<file path="config.mk">
export PLATFORM = sky130hd
export DESIGN_NAME = dns_a_record_extractor_core
export DESIGN_NICKNAME = d
export VERILOG_FILES = /design/src/rtl/dnsa_pkg.sv /design/src/rtl/dnsa_in_reg.sv /design/src/rtl/dnsa_parser.sv /design/src/rtl/dnsa_out_reg.sv /design/src/rtl/dns_a_record_extractor_core.sv
export SDC_FILE = /design/constraint.sdc
export NUM_CORES = 1
export LEC_CHECK = 0
export BUFFER_PORTS_ARGS = -buffer_cell sky130_fd_sc_hd__buf_2
export CAP_MARGIN = 20
export CORE_MARGIN = 8
export CORE_UTILIZATION = 30
export DETAILED_ROUTE_END_ITERATION = 16
export SETUP_SLACK_MARGIN = 0.2
export SLEW_MARGIN = 10
export SYNTH_ARGS = -nofsm -noshare
export SYNTH_HDL_FRONTEND = slang
export SYNTH_HIERARCHICAL = 1
export SYNTH_SLANG_ARGS = --single-unit
</file>
<file path="constraint.sdc">
create_clock -name clk -period 4.7 [get_ports clk]
set_input_delay 0.705 -clock clk [delete_from_list [all_inputs] [get_ports clk]]
set_output_delay 0.705 -clock clk [all_outputs]
set_load 0.01 [all_outputs]
</file>
<file path="src/rtl/dnsa_pkg.sv">
// shared constants and types for the dns a-record extractor
package dnsa_pkg;

  localparam int unsigned MAX_MESSAGE_BYTES = 512;
  localparam int unsigned OFFSET_W = 16;

  localparam logic [OFFSET_W-1:0] OFFSET_MAX = {OFFSET_W{1'b1}};
  localparam logic [OFFSET_W-1:0] OFFSET_LIMIT = OFFSET_W'(MAX_MESSAGE_BYTES);

  // header byte positions
  localparam logic [OFFSET_W-1:0] HDR_QDCOUNT_HI = OFFSET_W'(4);
  localparam logic [OFFSET_W-1:0] HDR_QDCOUNT_LO = OFFSET_W'(5);
  localparam logic [OFFSET_W-1:0] HDR_ANCOUNT_HI = OFFSET_W'(6);
  localparam logic [OFFSET_W-1:0] HDR_ANCOUNT_LO = OFFSET_W'(7);
  localparam logic [OFFSET_W-1:0] HDR_LAST_BYTE = OFFSET_W'(12 - 1);

  localparam logic [7:0] PTR_MASK = 8'hC0;

  // question tail: type and class, one more byte when the name ended in a pointer
  localparam logic [7:0] QTAIL_AFTER_ZERO = 8'd4;
  localparam logic [7:0] QTAIL_AFTER_PTR = 8'd5;

  // answer fixed part: type(2) class(2) ttl(4) rdlength(2)
  localparam logic [3:0] FIX_CLASS_POS = 4'd2;
  localparam logic [3:0] FIX_TTL_POS = 4'd4;
  localparam logic [3:0] FIX_RDLEN_POS = 4'd8;
  localparam logic [3:0] FIX_LAST_POS = 4'(10 - 1);
  localparam logic [3:0] POS_SAT = 4'd15;

  localparam logic [15:0] TYPE_A = 16'd1;
  localparam logic [15:0] CLASS_IN = 16'd1;
  localparam logic [3:0] A_RDATA_LEN = 4'd4;

  typedef struct packed {
    logic        found;
    logic [31:0] ipv4_address;
  } dnsa_result_t;

endpackage

</file>
<file path="src/rtl/dnsa_in_reg.sv">
// input register stage holding one message byte and its last mark
module dnsa_in_reg (
  input  logic       clk,
  input  logic       rst,
  input  logic       in_valid,
  output logic       in_stall,
  input  logic [7:0] msg_byte,
  input  logic       is_last,
  input  logic       advance,
  output logic       q_valid,
  output logic [7:0] q_byte,
  output logic       q_last
);
  import dnsa_pkg::*;

  assign in_stall = q_valid && !advance;

  always_ff @(posedge clk) begin
    if (rst) begin
      q_valid <= 1'b0;
    end else if (!in_stall) begin
      q_valid <= in_valid;
    end
  end

  always_ff @(posedge clk) begin
    if (in_valid && !in_stall) begin
      q_byte <= msg_byte;
      q_last <= is_last;
    end
  end

endmodule

</file>
<file path="src/rtl/dnsa_parser.sv">
// message walker: header, question skip, answer records and result forming
module dnsa_parser (
  input  logic                   clk,
  input  logic                   rst,
  input  logic                   q_valid,
  input  logic [7:0]             q_byte,
  input  logic                   q_last,
  input  logic                   out_free,
  output logic                   step,
  output logic                   res_valid,
  output dnsa_pkg::dnsa_result_t res
);
  import dnsa_pkg::*;

  typedef enum logic [2:0] {
    PH_HEADER, PH_QNAME, PH_QFIXED, PH_ANAME,
    PH_APTR, PH_AFIXED, PH_RDATA, PH_DONE
  } phase_t;

  phase_t               phase, phase_next;
  logic [OFFSET_W-1:0]  byte_offset, byte_offset_next;
  logic [15:0]          questions_left, questions_left_next;
  logic [15:0]          answers_left, answers_left_next;
  logic [7:0]           label_bytes_left, label_bytes_left_next;
  logic [3:0]           field_position, field_position_next;
  logic [15:0]          record_type, record_type_next;
  logic [15:0]          record_class, record_class_next;
  logic [15:0]          rdata_left, rdata_left_next;
  logic [31:0]          address_accum, address_accum_next;
  logic                 match_seen, match_seen_next;
  logic [31:0]          held_address, held_address_next;
  logic                 rec_end;

  // a last byte needs room in the result register, any other byte always moves
  assign step = q_valid && (!q_last || out_free);
  assign res_valid = step && q_last;

  always_comb begin
    phase_next            = phase;
    questions_left_next   = questions_left;
    answers_left_next     = answers_left;
    label_bytes_left_next = label_bytes_left;
    field_position_next   = field_position;
    record_type_next      = record_type;
    record_class_next     = record_class;
    rdata_left_next       = rdata_left;
    address_accum_next    = address_accum;
    match_seen_next       = match_seen;
    held_address_next     = held_address;
    rec_end               = 1'b0;

    if (byte_offset < OFFSET_LIMIT) begin
      case (phase)
        PH_HEADER: begin
          if (byte_offset == HDR_QDCOUNT_HI || byte_offset == HDR_QDCOUNT_LO) begin
            questions_left_next = {questions_left[7:0], q_byte};
          end else if (byte_offset == HDR_ANCOUNT_HI || byte_offset == HDR_ANCOUNT_LO) begin
            answers_left_next = {answers_left[7:0], q_byte};
          end
          if (byte_offset == HDR_LAST_BYTE) begin
            label_bytes_left_next = '0;
            if (answers_left == '0) begin
              phase_next = PH_DONE;
            end else if (questions_left != '0) begin
              phase_next = PH_QNAME;
            end else begin
              phase_next = PH_ANAME;
            end
          end
        end
        PH_QNAME, PH_ANAME: begin
          if (label_bytes_left != '0) begin
            label_bytes_left_next = label_bytes_left - 8'd1;
          end else if (q_byte == '0) begin
            if (phase == PH_QNAME) begin
              label_bytes_left_next = QTAIL_AFTER_ZERO;
              phase_next = PH_QFIXED;
            end else begin
              field_position_next = '0;
              phase_next = PH_AFIXED;
            end
          end else if ((q_byte & PTR_MASK) == PTR_MASK) begin
            if (phase == PH_QNAME) begin
              label_bytes_left_next = QTAIL_AFTER_PTR;
              phase_next = PH_QFIXED;
            end else begin
              phase_next = PH_APTR;
            end
          end else begin
            label_bytes_left_next = q_byte;
          end
        end
        PH_QFIXED: begin
          if (label_bytes_left != '0) begin
            label_bytes_left_next = label_bytes_left - 8'd1;
          end
          if (label_bytes_left_next == '0) begin
            questions_left_next = questions_left - 16'd1;
            if (questions_left_next == '0) begin
              phase_next = (answers_left != '0) ? PH_ANAME : PH_DONE;
              label_bytes_left_next = '0;
            end else begin
              phase_next = PH_QNAME;
            end
          end
        end
        PH_APTR: begin
          field_position_next = '0;
          phase_next = PH_AFIXED;
        end
        PH_AFIXED: begin
          if (field_position < FIX_CLASS_POS) begin
            record_type_next = {record_type[7:0], q_byte};
          end else if (field_position < FIX_TTL_POS) begin
            record_class_next = {record_class[7:0], q_byte};
          end else if (field_position >= FIX_RDLEN_POS) begin
            rdata_left_next = {rdata_left[7:0], q_byte};
          end
          if (field_position >= FIX_LAST_POS) begin
            field_position_next = '0;
            address_accum_next = '0;
            if (rdata_left_next == '0) begin
              rec_end = 1'b1;
            end else begin
              phase_next = PH_RDATA;
            end
          end else begin
            field_position_next = field_position + 4'd1;
          end
        end
        PH_RDATA: begin
          address_accum_next = {address_accum[23:0], q_byte};
          if (field_position < POS_SAT) begin
            field_position_next = field_position + 4'd1;
          end
          rdata_left_next = rdata_left - 16'd1;
          if (rdata_left_next == '0) begin
            rec_end = 1'b1;
          end
        end
        default: begin
        end
      endcase

      // end of an answer record: take it or move to the next one
      if (rec_end) begin
        if (record_type_next == TYPE_A && record_class_next == CLASS_IN &&
            field_position_next == A_RDATA_LEN) begin
          match_seen_next = 1'b1;
          held_address_next = address_accum_next;
          phase_next = PH_DONE;
        end else begin
          answers_left_next = answers_left - 16'd1;
          field_position_next = '0;
          label_bytes_left_next = '0;
          phase_next = (answers_left_next != '0) ? PH_ANAME : PH_DONE;
        end
      end
    end

    byte_offset_next = (byte_offset < OFFSET_MAX) ? byte_offset + OFFSET_W'(1) : byte_offset;
  end

  always_comb begin
    res.found = match_seen_next;
    res.ipv4_address = match_seen_next ? held_address_next : '0;
  end

  always_ff @(posedge clk) begin
    if (rst) begin
      phase            <= PH_HEADER;
      byte_offset      <= '0;
      questions_left   <= '0;
      answers_left     <= '0;
      label_bytes_left <= '0;
      field_position   <= '0;
      record_type      <= '0;
      record_class     <= '0;
      rdata_left       <= '0;
      address_accum    <= '0;
      match_seen       <= 1'b0;
      held_address     <= '0;
    end else if (step && q_last) begin
      phase            <= PH_HEADER;
      byte_offset      <= '0;
      questions_left   <= '0;
      answers_left     <= '0;
      label_bytes_left <= '0;
      field_position   <= '0;
      record_type      <= '0;
      record_class     <= '0;
      rdata_left       <= '0;
      address_accum    <= '0;
      match_seen       <= 1'b0;
      held_address     <= '0;
    end else if (step) begin
      phase            <= phase_next;
      byte_offset      <= byte_offset_next;
      questions_left   <= questions_left_next;
      answers_left     <= answers_left_next;
      label_bytes_left <= label_bytes_left_next;
      field_position   <= field_position_next;
      record_type      <= record_type_next;
      record_class     <= record_class_next;
      rdata_left       <= rdata_left_next;
      address_accum    <= address_accum_next;
      match_seen       <= match_seen_next;
      held_address     <= held_address_next;
    end
  end

  // a match always parks the walker until the end of the message
  a_match_done: assert property (@(posedge clk) disable iff (rst)
    match_seen |-> phase == PH_DONE)
    else $error("match seen outside done phase");

  // rdata phase is only held with bytes still owed
  a_rdata_left: assert property (@(posedge clk) disable iff (rst)
    phase == PH_RDATA |-> rdata_left != '0)
    else $error("rdata phase with no bytes left");

  // a last byte starts the next message from a clean header
  a_restart: assert property (@(posedge clk) disable iff (rst)
    step && q_last |=> byte_offset == '0 && phase == PH_HEADER && !match_seen)
    else $error("walker not cleared after last byte");

endmodule

</file>
<file path="src/rtl/dnsa_out_reg.sv">
// result register between the walker and the output channel
module dnsa_out_reg (
  input  logic                  clk,
  input  logic                  rst,
  input  logic                  res_valid,
  input  dnsa_pkg::dnsa_result_t res,
  output logic                  out_free,
  output logic                  out_valid,
  input  logic                  out_stall,
  output logic                  found,
  output logic [31:0]           ipv4_address
);
  import dnsa_pkg::*;

  assign out_free = !out_valid || !out_stall;

  always_ff @(posedge clk) begin
    if (rst) begin
      out_valid <= 1'b0;
    end else if (out_free) begin
      out_valid <= res_valid;
    end
  end

  always_ff @(posedge clk) begin
    if (res_valid && out_free) begin
      found        <= res.found;
      ipv4_address <= res.ipv4_address;
    end
  end

  // no address is ever shown without a match
  a_zero_when_missing: assert property (@(posedge clk) disable iff (rst)
    out_valid && !found |-> ipv4_address == '0)
    else $error("address shown without a match");

endmodule

</file>
<file path="src/rtl/dns_a_record_extractor_core.sv">
// top level of the dns a-record extractor
// takes a dns response one byte per item, with is_last on the final byte, and
// gives exactly one result item per message: found and the ipv4 address of the
// first class in, type a answer record with a four byte rdata that is wholly
// present (address 0 when none). one byte is taken every cycle unless a last
// byte waits; each byte passes an input register and the counter and compare
// logic in the walker, and the result register is loaded as the walker takes
// a last byte. the input keeps flowing while a result waits, and only a last byte
// waits for the result register to free. bytes beyond the message limit in the
// package are not parsed, only their last mark counts. question and answer names
// may end in a zero byte or in a compression pointer after any labels
module dns_a_record_extractor_core (
  input  logic        clk,
  input  logic        rst,
  // byte channel
  input  logic        in_valid,
  output logic        in_stall,
  input  logic [7:0]  msg_byte,
  input  logic        is_last,
  // result channel
  output logic        out_valid,
  input  logic        out_stall,
  output logic        found,
  output logic [31:0] ipv4_address
);
  import dnsa_pkg::*;

  logic         q_valid;
  logic [7:0]   q_byte;
  logic         q_last;
  logic         step;
  logic         out_free;
  logic         res_valid;
  dnsa_result_t res;

  // byte register in front of the walker
  dnsa_in_reg u_in_reg (
    .clk      (clk),
    .rst      (rst),
    .in_valid (in_valid),
    .in_stall (in_stall),
    .msg_byte (msg_byte),
    .is_last  (is_last),
    .advance  (step),
    .q_valid  (q_valid),
    .q_byte   (q_byte),
    .q_last   (q_last)
  );

  // header, question and answer walk, one byte per cycle while no last byte waits
  dnsa_parser u_parser (
    .clk       (clk),
    .rst       (rst),
    .q_valid   (q_valid),
    .q_byte    (q_byte),
    .q_last    (q_last),
    .out_free  (out_free),
    .step      (step),
    .res_valid (res_valid),
    .res       (res)
  );

  // result register, parts the walker from a stalled consumer
  dnsa_out_reg u_out_reg (
    .clk          (clk),
    .rst          (rst),
    .res_valid    (res_valid),
    .res          (res),
    .out_free     (out_free),
    .out_valid    (out_valid),
    .out_stall    (out_stall),
    .found        (found),
    .ipv4_address (ipv4_address)
  );

endmodule
</file>
==> results of run 1 <==
## cell type report
type | instances | area, µm²
fill | 4113 | 25300
multi-input combinational | 1068 | 6290
sequential | 220 | 4820
clock buffer | 38 | 734
tap | 518 | 648
timing repair buffer | 80 | 519
clock inverter | 8 | 136
inverter | 27 | 101
## cells in the final DEF, fill, tap and decap left out, drive strengths merged, types with 6 or more instances in the layout
cell type,netlist,layout
o211ai,11,11
nor4,27,27
dfxtp,178,178
nor3,50,50
xor2,13,13
xnor2,16,16
o22ai,8,8
o31ai,9,9
nand4,14,14
ha,16,16
or4,12,12
or2,36,36
nor3b,8,8
or3,11,11
a21oi,135,135
a22oi,73,73
o21a,9,9
buf,21,80
edfxtp,42,42
inv,26,28
and3,6,6
a211oi,19,19
nor2,143,143
clkbuf,93,38
o21ai,98,98
nand3,61,61
nand2,186,186
and4,7,7
a31oi,11,11
and2,8,8
## power breakdown
| group | internal (W) | total, W | switching [W] |
|---|---|---|---|
| Combinational | 0.0000428 | 0.000164 | 0.000122 |
| Sequential | 0.00194 | 0.00195 | 0.00000863 |
| Clock | 0.00125 | 0.00207 | 0.000823 |
## state kept, by name, indices dropped and copies added (netlist names), 4 cells and up
register	flops
u_in_reg/q_byte	8
u_out_reg/ipv4_address	32
u_parser/address_accum	32
u_parser/answers_left	16
u_parser/byte_offset	16
u_parser/field_position	4
u_parser/held_address	32
u_parser/label_bytes_left	8
u_parser/questions_left	16
u_parser/rdata_left	16
u_parser/record_class	16
u_parser/record_type	16
## stage by stage
| stage | utilization | cells | worst slack [ns] | area [µm²] |
|---|---|---|---|---|
| final | 0.344 | 1959 | 0.509 | 13300 |
| after global routing | 0.344 | 1959 | 0.341 | 13300 |
| after CTS | 0.343 | 1957 | 0.439 | 13200 |
| after detailed placement | 0.320 | 1911 | 0.466 | 12300 |
| after global placement | 0.320 | 1911 | 0.556 | 12300 |
| after floorplan | - | 1429 | 0.831 | 11700 |
## worst min-delay path by stage
stage,from,to,depth (start not counted)
after detailed placement,u_parser/record_class[14],u_parser/record_class[14],2
after floorplan,u_parser/record_class[14],u_parser/record_class[14],2
after global placement,u_parser/record_class[14],u_parser/record_class[14],2
final,msg_byte[2],u_in_reg/q_byte[2],1
after CTS,msg_byte[2],u_in_reg/q_byte[2],1
after global routing,msg_byte[3],u_in_reg/q_byte[3],1
## logic make-up (layout without fill, tap and decap cells)
logic type,count (synthesis),in the layout,synth area share
AO/OA/AOI/OAI,418,418,0.231
buffers and inverters,141,153,0.0504
flip-flops,220,220,0.413
XOR/XNOR,29,29,0.0218
multiplexers,3,3,0.00257
AND/OR/NAND/NOR,602,602,0.264
adder cells (fa/ha/maj),16,16,0.0172
## worst max-delay path, stage by stage, from the launching register on
cell and delay [ns]:
dfxtp_1 0.39, inv_1 0.11, ha_1 0.27, or3b_1 0.50, nor4_4 0.42, a211oi_1 0.14, or4b_4 0.53, or4_1 0.52
or3b_4 0.54, buf_16 0.26, nand3_1 0.14, o21ai_2 0.06
## layer usage
layer | vias to the layer above | GRT usage | wire, µm
met5 | - | 0 | 0
met4 | 0 | 0.0369 | 827
met3 | 73 | 0.0222 | 1920
met2 | 369 | 0.215 | 14400
met1 | 5065 | 0.197 | 15500
li1 | 5166 | - | -
==> results.json, run 1 <==
{
  "core-area_mm2": 0.0386,
  "start_kind": "flop",
  "dr.pass1.iters": 5,
  "min_period_ns": 4.19,
  "crit_fanout": 47,
  "wl_per_cell_um": 16.6,
  "overflow": 0,
  "drc_errors": 0,
  "portBuffers": 47,
  "rsz0062_at_grt": "false",
  "ant_nets": 0,
  "drtIter0Drc": 1012,
  "totalWireLength_mm": 32.6,
  "cts_num_sinks": 220,
  "yosysWarnings": 6,
  "syn_avg_cell_area_um2": 8.17,
  "synthArstFlopShare": 0,
  "critPathKind": "flop to flop",
  "ys_ff_latch": 220,
  "cts_tree": "built",
  "finalPower_w": 0.00419,
  "vias_per_cell": 5.45,
  "min_path_type": "primary input to flop",
  "ys.flop_type": "dfxtp_1",
  "synth_edf_count": 42,
  "ios": 48,
  "netlist_top_cells_area": "dfxtp_1 31%, edfxtp_1 11%, nand2_1 6.0%",
  "netlist_instances": 1429,
  "grt_pass1_wl_mm": 52.3,
  "die_area_mm2": 0.0455,
  "worstSetupStartpoint": "u_parser/label_bytes_left[0]",
  "gr-usage-all-layers": 0.139,
  "critPathCaptureType": "flop",
  "r2r_slack_ns": 0.51,
  "yosysSeqAreaShare": 0.413,
  "vdd_drop_max_v": 0.000266,
  "initial_utilization": 0.303,
  "worst_slew_pin_slew_ns": 1.05,
  "drv_slew": 0,
  "diodes": 0,
  "power-per-cell-area_mw_per_mm2": 316,
  "worstSkewPairLatency_ns": 0.55,
  "max-cap-violations": 0,
  "fmaxAchievable_mhz": 239,
  "cts_buffers": 25,
  "cp-endpoint": "u_out_reg/ipv4_address[0]",
  "status": "complete, no violations",
  "cts_setup_buffers": 0,
  "netlist_area_mm2": 0.0117,
  "ys_types": 82,
  "clk_path_buf_depth": 3,
  "area_growth_pct": 13.5,
  "clk_pin_slew_worst_paths_ns": 0.06,
  "rows": 72,
  "die_y_um": 213,
  "syn_nets": 1458,
  "synth.most_common_cell": "nand2_1",
  "finalClockSkew_ns": 0.0170,
  "yosys.area.top_type": "dfxtp_1",
  "cts_hold_buffers": 0,
  "synth_common_cells": "186 x nand2_1, 178 x dfxtp_1, 143 x nor2_1",
  "finalHoldViolations": 0,
  "hpwl_mm": 21.1,
  "r2r-start": "u_parser/label_bytes_left[0]",
  "finalSetupTns_ns": 0,
  "drive_gt1_frac": 0.143,
  "synth_top_area_frac": 0.305,
  "relSlewSlack": 0.291,
  "grt_max_degree": 86,
  "gp_congestion": 0.906,
  "post_cts_resized": 0,
  "reg2regPathDepth": 11,
  "fp.dieW_um": 213,
  "grt_antenna_before_repair": 0,
  "nNetsFinal": 1451,
  "h-tree-depth": 1,
  "hold_slack_ns": 0.335,
  "crit_arrival_ns": 4.48,
  "power_leakage_nw": 4.27,
  "critical_path_required_ns": 4.99,
  "grt_pass1_vias": 9659,
  "finalCritPeriodShare": 0.892,
  "vias": 10673,
  "reg2reg_to": "u_out_reg/ipv4_address[0]",
  "setup_violations": 0,
  "cts-root-buf": "clkbuf_16"
}
Power figures use the tool's default switching activity.
==> inputs of run 2 (changes only) <==
- SYNTH_HIERARCHICAL: 1 -> default
==> run 2 against run 1 <==
Die area decreased by 0.25%. Final cell count fell by 3.7%. Worst setup slack gained 0.32 ns.
==> results.json, run 2 <==
{
  "status": "complete, no violations",
  "rows": 72,
  "finalClockSkew_ns": 0.0220,
  "netlist_area_mm2": 0.0116,
  "synth_edf_count": 42,
  "ant_nets": 0,
  "diodes": 0,
  "drive_gt1_frac": 0.132,
  "fmaxAchievable_mhz": 258,
  "die_y_um": 213,
  "critPathKind": "flop to flop",
  "portBuffers": 47,
  "slowest_delay_ns": 0.70,
  "drc_errors": 0,
  "grt_antenna_before_repair": 0,
  "power-per-cell-area_mw_per_mm2": 315,
  "crit_arrival_ns": 4.30,
  "fp.dieW_um": 213,
  "cp_num_buf_inv": 2,
  "area_growth_pct": 13.6,
  "max-cap-violations": 0,
  "crit_fanout": 22,
  "netlist_top_cells_area": "dfxtp_1 31%, edfxtp_1 11%, nor2_1 6.0%",
  "placed_cell_area_mm2": 0.0124,
  "cts-root-buf": "clkbuf_16",
  "yosysWarnings": 0,
  "finalPower_w": 0.00416,
  "synthArstFlopShare": 0,
  "ios": 48,
  "yosys.area.top_type": "dfxtp_1",
  "top_regs": "u_out_reg.ipv4_address: 32 flops, u_parser.address_accum: 32 flops, u_parser.held_address: 32 flops",
  "cts_hold_buffers": 0,
  "dr.pass1.iters": 5,
  "cts_buffers": 25,
  "final_cell_mix": "184 x nor2_1, 178 x dfxtp_1, 134 x nand2_1",
  "critical_path_required_ns": 5.13,
  "gr-usage-all-layers": 0.137,
  "initial_utilization": 0.303,
  "grt_pass1_vias": 9578,
  "die_area_mm2": 0.0454,
  "worstSkewPairLatency_ns": 0.53,
  "finalCritPeriodShare": 0.824,
  "worst_slew_pin_slew_ns": 1.02,
  "vias_per_cell": 5.45,
  "path_cells": "inv_1, ha_1, or4b_2, o22ai_1, nand3_1, a22oi_1, a22oi_1, buf_4, nor3_4, a311oi_2, a311oi_2",
  "cts_tree": "built",
  "netlist_instances": 1359,
  "dp_slack_ns": 0.863,
  "cts_num_sinks": 220,
  "grt_max_degree": 83,
  "layout_commonest_cell": "nor2_1",
  "finalSetupTns_ns": 0,
  "drv_slew": 0,
  "ys_ff_latch": 220,
  "nNetsFinal": 1378,
  "syn_nets": 1387,
  "synth_common_cells": "185 x nor2_1, 178 x dfxtp_1, 134 x nand2_1",
  "core-area_mm2": 0.0385,
  "hpwl_mm": 21.0,
  "ys_types": 84,
  "start_kind": "flop",
  "slowest_stage": "nor3_4",
  "totalWireLength_mm": 32.1,
  "finalHoldViolations": 0,
  "cts_setup_buffers": 0,
  "min_period_ns": 3.87,
  "vdd_drop_max_v": 0.000244,
  "design_area_mm2": 0.0132,
  "gp_congestion": 0.951,
  "clk_pin_slew_worst_paths_ns": 0.07,
  "clk_path_buf_depth": 3,
  "power_leakage_nw": 4.49,
  "yosysSeqAreaShare": 0.414,
  "overflow": 0,
  "synth_top_area_frac": 0.306,
  "relSlewSlack": 0.315,
  "h-tree-depth": 1,
  "rsz0062_at_grt": "false",
  "critPathCaptureType": "flop",
  "vias": 10275,
  "drtIter0Drc": 918,
  "hold_slack_ns": 0.349,
  "critPathTopFamily": "simple AND/OR/NAND/NOR gates",
  "syn_avg_cell_area_um2": 8.57,
  "grt_pass1_wl_mm": 51.8,
  "min_path_type": "primary input to flop",
  "setup_violations": 0,
  "ys.flop_type": "dfxtp_1",
  "post_cts_resized": 0,
  "synth.most_common_cell": "nor2_1",
  "wl_per_cell_um": 17.0,
  "fin_ws_ns": 0.828
}
==> run 2: changes by cell type in the layout (fill, tap and decap cells not counted), sizes merged, moves of 33 or more <==
cell	previous run	this run
a211oi	19	84
mux2i	3	52
o21ai	98	65
nor2	143	186
a21oi	135	77
nand2	186	134
==> run 2: cell type report <==
type,count,area (µm²)
clock inverters,13,110
repair buffers,82,548
inverters,20,75.1
well taps,518,648
clock buffers,32,736
multi-input cells,1001,6280
fillers,3955,25200
flip-flops and latches,220,4820
==> run 2: cells by family (layout without fill, tap and decap cells) <==
kind of cell,count (synthesis),in the layout,share of synthesized area
xor+xnor,27,27,0.0203
simple gates,529,529,0.222
flops,220,220,0.414
buf+inv,138,147,0.0499
fa+ha+maj,15,15,0.0161
mux,52,52,0.0447
compound gates,378,378,0.232
==> run 2: worst paths after layout <==
kind | from | endpoint | slack, ns | cells after the start
worst max-delay path | u_parser.rdata_left[0] | u_parser.answers_left[9] | 0.83 | 11
worst min-delay path | msg_byte[1] | u_in_reg.q_byte[1] | 0.35 | 1
worst max register to register | u_parser.rdata_left[0] | u_parser.answers_left[9] | 0.83 | 11
worst min register to register | u_parser.record_type[15] | u_parser.record_type[15] | 0.46 | 2
==> run 2: per-stage QoR <==
stage                      util  std cells
after global placement    0.322       1841
after detailed placement  0.322       1841
after global routing      0.344       1886
after CTS                 0.344       1886
after floorplan               -       1359
final                     0.344       1886
==> run 2: where the power goes <==
| group | switching, W | internal, W | leakage (nW) |
|---|---|---|---|
| Clock | 0.000825 | 0.00117 | 0.414 |
| Combinational | 0.000140 | 0.0000609 | 2.19 |
| Sequential | 0.0000226 | 0.00195 | 1.89 |
| Total | 0.000987 | 0.00318 | 4.49 |
==> run 2: worst reg2reg max path, delay by kind of cell, from the launching register on <==
family	cells	cell delay [ns]
simple gates	3	1.47
flops	1	0.58
compound gates	5	1.07
buf+inv	2	0.34
fa+ha+maj	1	0.34
==> run 2: per-layer routing <==
| metal | share of wire | up-vias | GRT usage | wire length [µm] |
|---|---|---|---|---|
| met1 | 0.47 | 4897 | 0.189 | 15000 |
| met4 | 0.031 | 0 | 0.0409 | 1010 |
| met5 | 0 | - | 0 | 0 |
| met2 | 0.45 | 314 | 0.222 | 14400 |
| li1 | - | 4991 | - | - |
| met3 | 0.055 | 73 | 0.0185 | 1780 |
==> inputs of run 3 (changes only) <==
- ABC_AREA: default -> 1
- clock period: 4.7 -> 3.6 ns (I/O delays scaled with it)
==> run 3 against run 2 <==
Global-route usage grew 0.27 points. First-iteration DRC count rose by 25%. Register-to-register slack got worse by 0.32 ns. Via count is 22% higher. Wire length is 13% higher. Combinational power is 97% higher. Synthesized cell count up 40%. Clock power grew 45%. Maximum frequency is 25% higher. Non-clock buffer count fell by 3. Final cell count up 31%. Clock-buffer cell count rose by 6. Highest routed layer unchanged.
==> results.json, run 3 <==
{
  "cts_tree": "built",
  "seqCellArea_mm2": 0.00482,
  "syn_avg_cell_area_um2": 6.63,
  "vias": 12537,
  "gp_congestion": 0.902,
  "finalHoldViolations": 0,
  "totalWireLength_mm": 36.2,
  "clk_path_buf_depth": 3,
  "grt_pass1_wl_mm": 59.2,
  "min_to": "u_in_reg.q_last",
  "crit_fanout": 28,
  "nNetsFinal": 1944,
  "cts-root-buf": "clkbuf_16",
  "worstHoldStart": "is_last",
  "min_path_type": "primary input to flop",
  "vdd_drop_max_v": 0.000361,
  "core-area_mm2": 0.0418,
  "drtIter0Drc": 1143,
  "multi_input_area_mm2": 0.00656,
  "critPathTopFamily": "simple AND/OR/NAND/NOR gates",
  "yosys.area.top_type": "dfxtp_1",
  "grt_max_degree": 87,
  "ios": 48,
  "clk_pin_slew_worst_paths_ns": 0.06,
  "synthArstFlopShare": 0,
  "power-per-cell-area_mw_per_mm2": 413,
  "grt_pass1_vias": 11471,
  "rsz0062_at_grt": "false",
  "critPathKind": "flop to flop",
  "syn_nets": 1934,
  "cts_hold_buffers": 0,
  "synth_common_cells": "457 x nand2_1, 219 x inv_1, 214 x nor2_1",
  "max-cap-violations": 0,
  "yosysSeqAreaShare": 0.382,
  "worstSkewPairLatency_ns": 0.55,
  "fillers": 4378,
  "rows": 75,
  "wl_met2_mm": 16.6,
  "netlist_top_cells_area": "dfxtp_1 28%, nand2_1 14%, edfxtp_1 10%",
  "critical_path_required_ns": 3.88,
  "wl_met1_mm": 17.1,
  "drv_slew": 0,
  "grt_antenna_before_repair": 0,
  "diodes": 0,
  "routed-wl-met3_mm": 1.72,
  "hpwl_mm": 24.2,
  "finalClockSkew_ns": 0.0159,
  "r2r-start": "u_parser.field_position[3]",
  "fin_cells": 2476,
  "reg2regPathDepth": 11,
  "critPathMostFrequentCell": "buf_4",
  "ys_ff_latch": 220,
  "worst_slew_pin_slew_ns": 0.849,
  "h-tree-depth": 1,
  "netlist_instances": 1906,
  "relSlewSlack": 0.434,
  "slowest_delay_ns": 0.48,
  "initial_utilization": 0.303,
  "crit_arrival_ns": 3.37,
  "wl_per_cell_um": 14.6,
  "vias_per_cell": 5.06,
  "synth.most_common_cell": "nand2_1",
  "ant_nets": 0,
  "yosysWarnings": 0,
  "path_cells": "buf_4, buf_4, o21ai_0, nand4_1, nor3_1, nand3_1, nand2_2, buf_4, nand4_1, nand2_1, nor2_1",
  "dr.pass1.iters": 6,
  "fp.dieW_um": 221,
  "drive_gt1_frac": 0.0743,
  "die_area_mm2": 0.0490,
  "finalCritPeriodShare": 0.858,
  "area_growth_pct": 13.5,
  "synth_edf_count": 42,
  "r2r_slack_ns": 0.51,
  "cp_num_buf_inv": 3,
  "fmaxAchievable_mhz": 324,
  "setup_violations": 0,
  "reg2reg_to": "u_out_reg.ipv4_address[26]",
  "finalSetupTns_ns": 0,
  "top_layer": "met4",
  "ys.flop_type": "dfxtp_1",
  "synth_top_area_frac": 0.282,
  "min_period_ns": 3.09,
  "hold_path_depth": 1,
  "portBuffers": 47,
  "status": "complete, no violations",
  "post-place-cells": 2424,
  "layout_commonest_cell": "nand2_1",
  "netlist_area_mm2": 0.0126,
  "power_leakage_nw": 6.01,
  "top_regs": "u_out_reg.ipv4_address: 32 flops, u_parser.address_accum: 32 flops, u_parser.held_address: 32 flops",
  "overflow": 0,
  "final_cell_mix": "454 x nand2_1, 218 x inv_1, 212 x nor2_1",
  "gr-usage-all-layers": 0.140,
  "drc_errors": 0,
  "start_kind": "flop",
  "slowest_stage": "o21ai_0",
  "die_y_um": 221,
  "ys_types": 43,
  "cts_buffers": 27,
  "critPathCaptureType": "flop",
  "cts_num_sinks": 220
}
## run 3: changes by cell type after synthesis, sizes merged, moves of 19 or more
cell    delta
a211oi    -56
a21oi     +78
clkbuf    -19
inv      +204
mux2i     -52
nand2    +324
nand3     +79
nand4     +37
nor2      +33
nor4      -23
o21ai    +143
## run 3: cell type report
class / instances / area share
Multi-Input combinational cell: 1363 / 0.457
Sequential cell: 220 / 0.336
Inverter: 225 / 0.0590
Clock buffer: 38 / 0.0529
Tap cell: 539 / 0.0470
Timing Repair Buffer: 79 / 0.0349
Clock inverter: 12 / 0.0126
## run 3: routing by layer
layer,up-vias,global-route usage
li1,6341,-
met1,5802,0.192
met2,344,0.232
met3,50,0.0164
met4,0,0.0347
met5,-,0
## run 3: worst reg2reg max path, cell delays in order, from the launching register on
cell,delay (ns)
dfxtp_1,0.31
buf_4,0.19
buf_4,0.23
o21ai_0,0.48
nand4_1,0.14
nor3_1,0.28
nand3_1,0.16
nand2_2,0.27
buf_4,0.38
nand4_1,0.21
nand2_1,0.13
nor2_1,0.05
## run 3: cell families after synthesis
logic type / count (synthesis) / share of synthesized area
simple gates: 878 / 0.292
flops: 220 / 0.382
buf+inv: 324 / 0.102
fa+ha+maj: 15 / 0.0148
compound gates: 450 / 0.196
xor+xnor: 19 / 0.0132
## run 3: metrics by stage
step	setup WS, ns	hold WS, ns	area [µm²]	util	total power (W)
floorplan	1.16	0.431	12600	-	0.00296
global placement	0.596	0.442	13400	0.321	0.00309
detailed placement	0.528	0.446	13400	0.321	0.00309
CTS	0.512	0.144	14300	0.343	0.00598
global route	0.226	0.150	14300	0.343	0.00614
finish	0.510	0.167	14300	0.343	0.00592
## run 3: report_power, final
group	internal, W	total, W	switching [W]
Combinational	0.000125	0.000395	0.000270
Sequential	0.00259	0.00265	0.0000590
Clock	0.00176	0.00288	0.00111
## run 3: how the worst max path moves through the flow
stage	to	cells after the start	start	slack (ns)
floorplan	u_out_reg.ipv4_address[31]	16	u_parser.label_bytes_left[0]	1.16
global placement	u_out_reg.ipv4_address[9]	15	u_parser.phase[0]	0.60
detailed placement	u_parser.label_bytes_left[0]	14	u_parser.phase[0]	0.53
CTS	u_parser.label_bytes_left[0]	14	u_parser.phase[0]	0.51
global route	u_out_reg.ipv4_address[9]	17	u_parser.phase[0]	0.23
finish	u_out_reg.ipv4_address[26]	11	u_parser.field_position[3]	0.51
## run 3: timing repair
action                                  4_1_cts  5_1_grt
endpoints found under the setup margin        0        9
resized for setup                             0        1
buffers inserted                              0        0
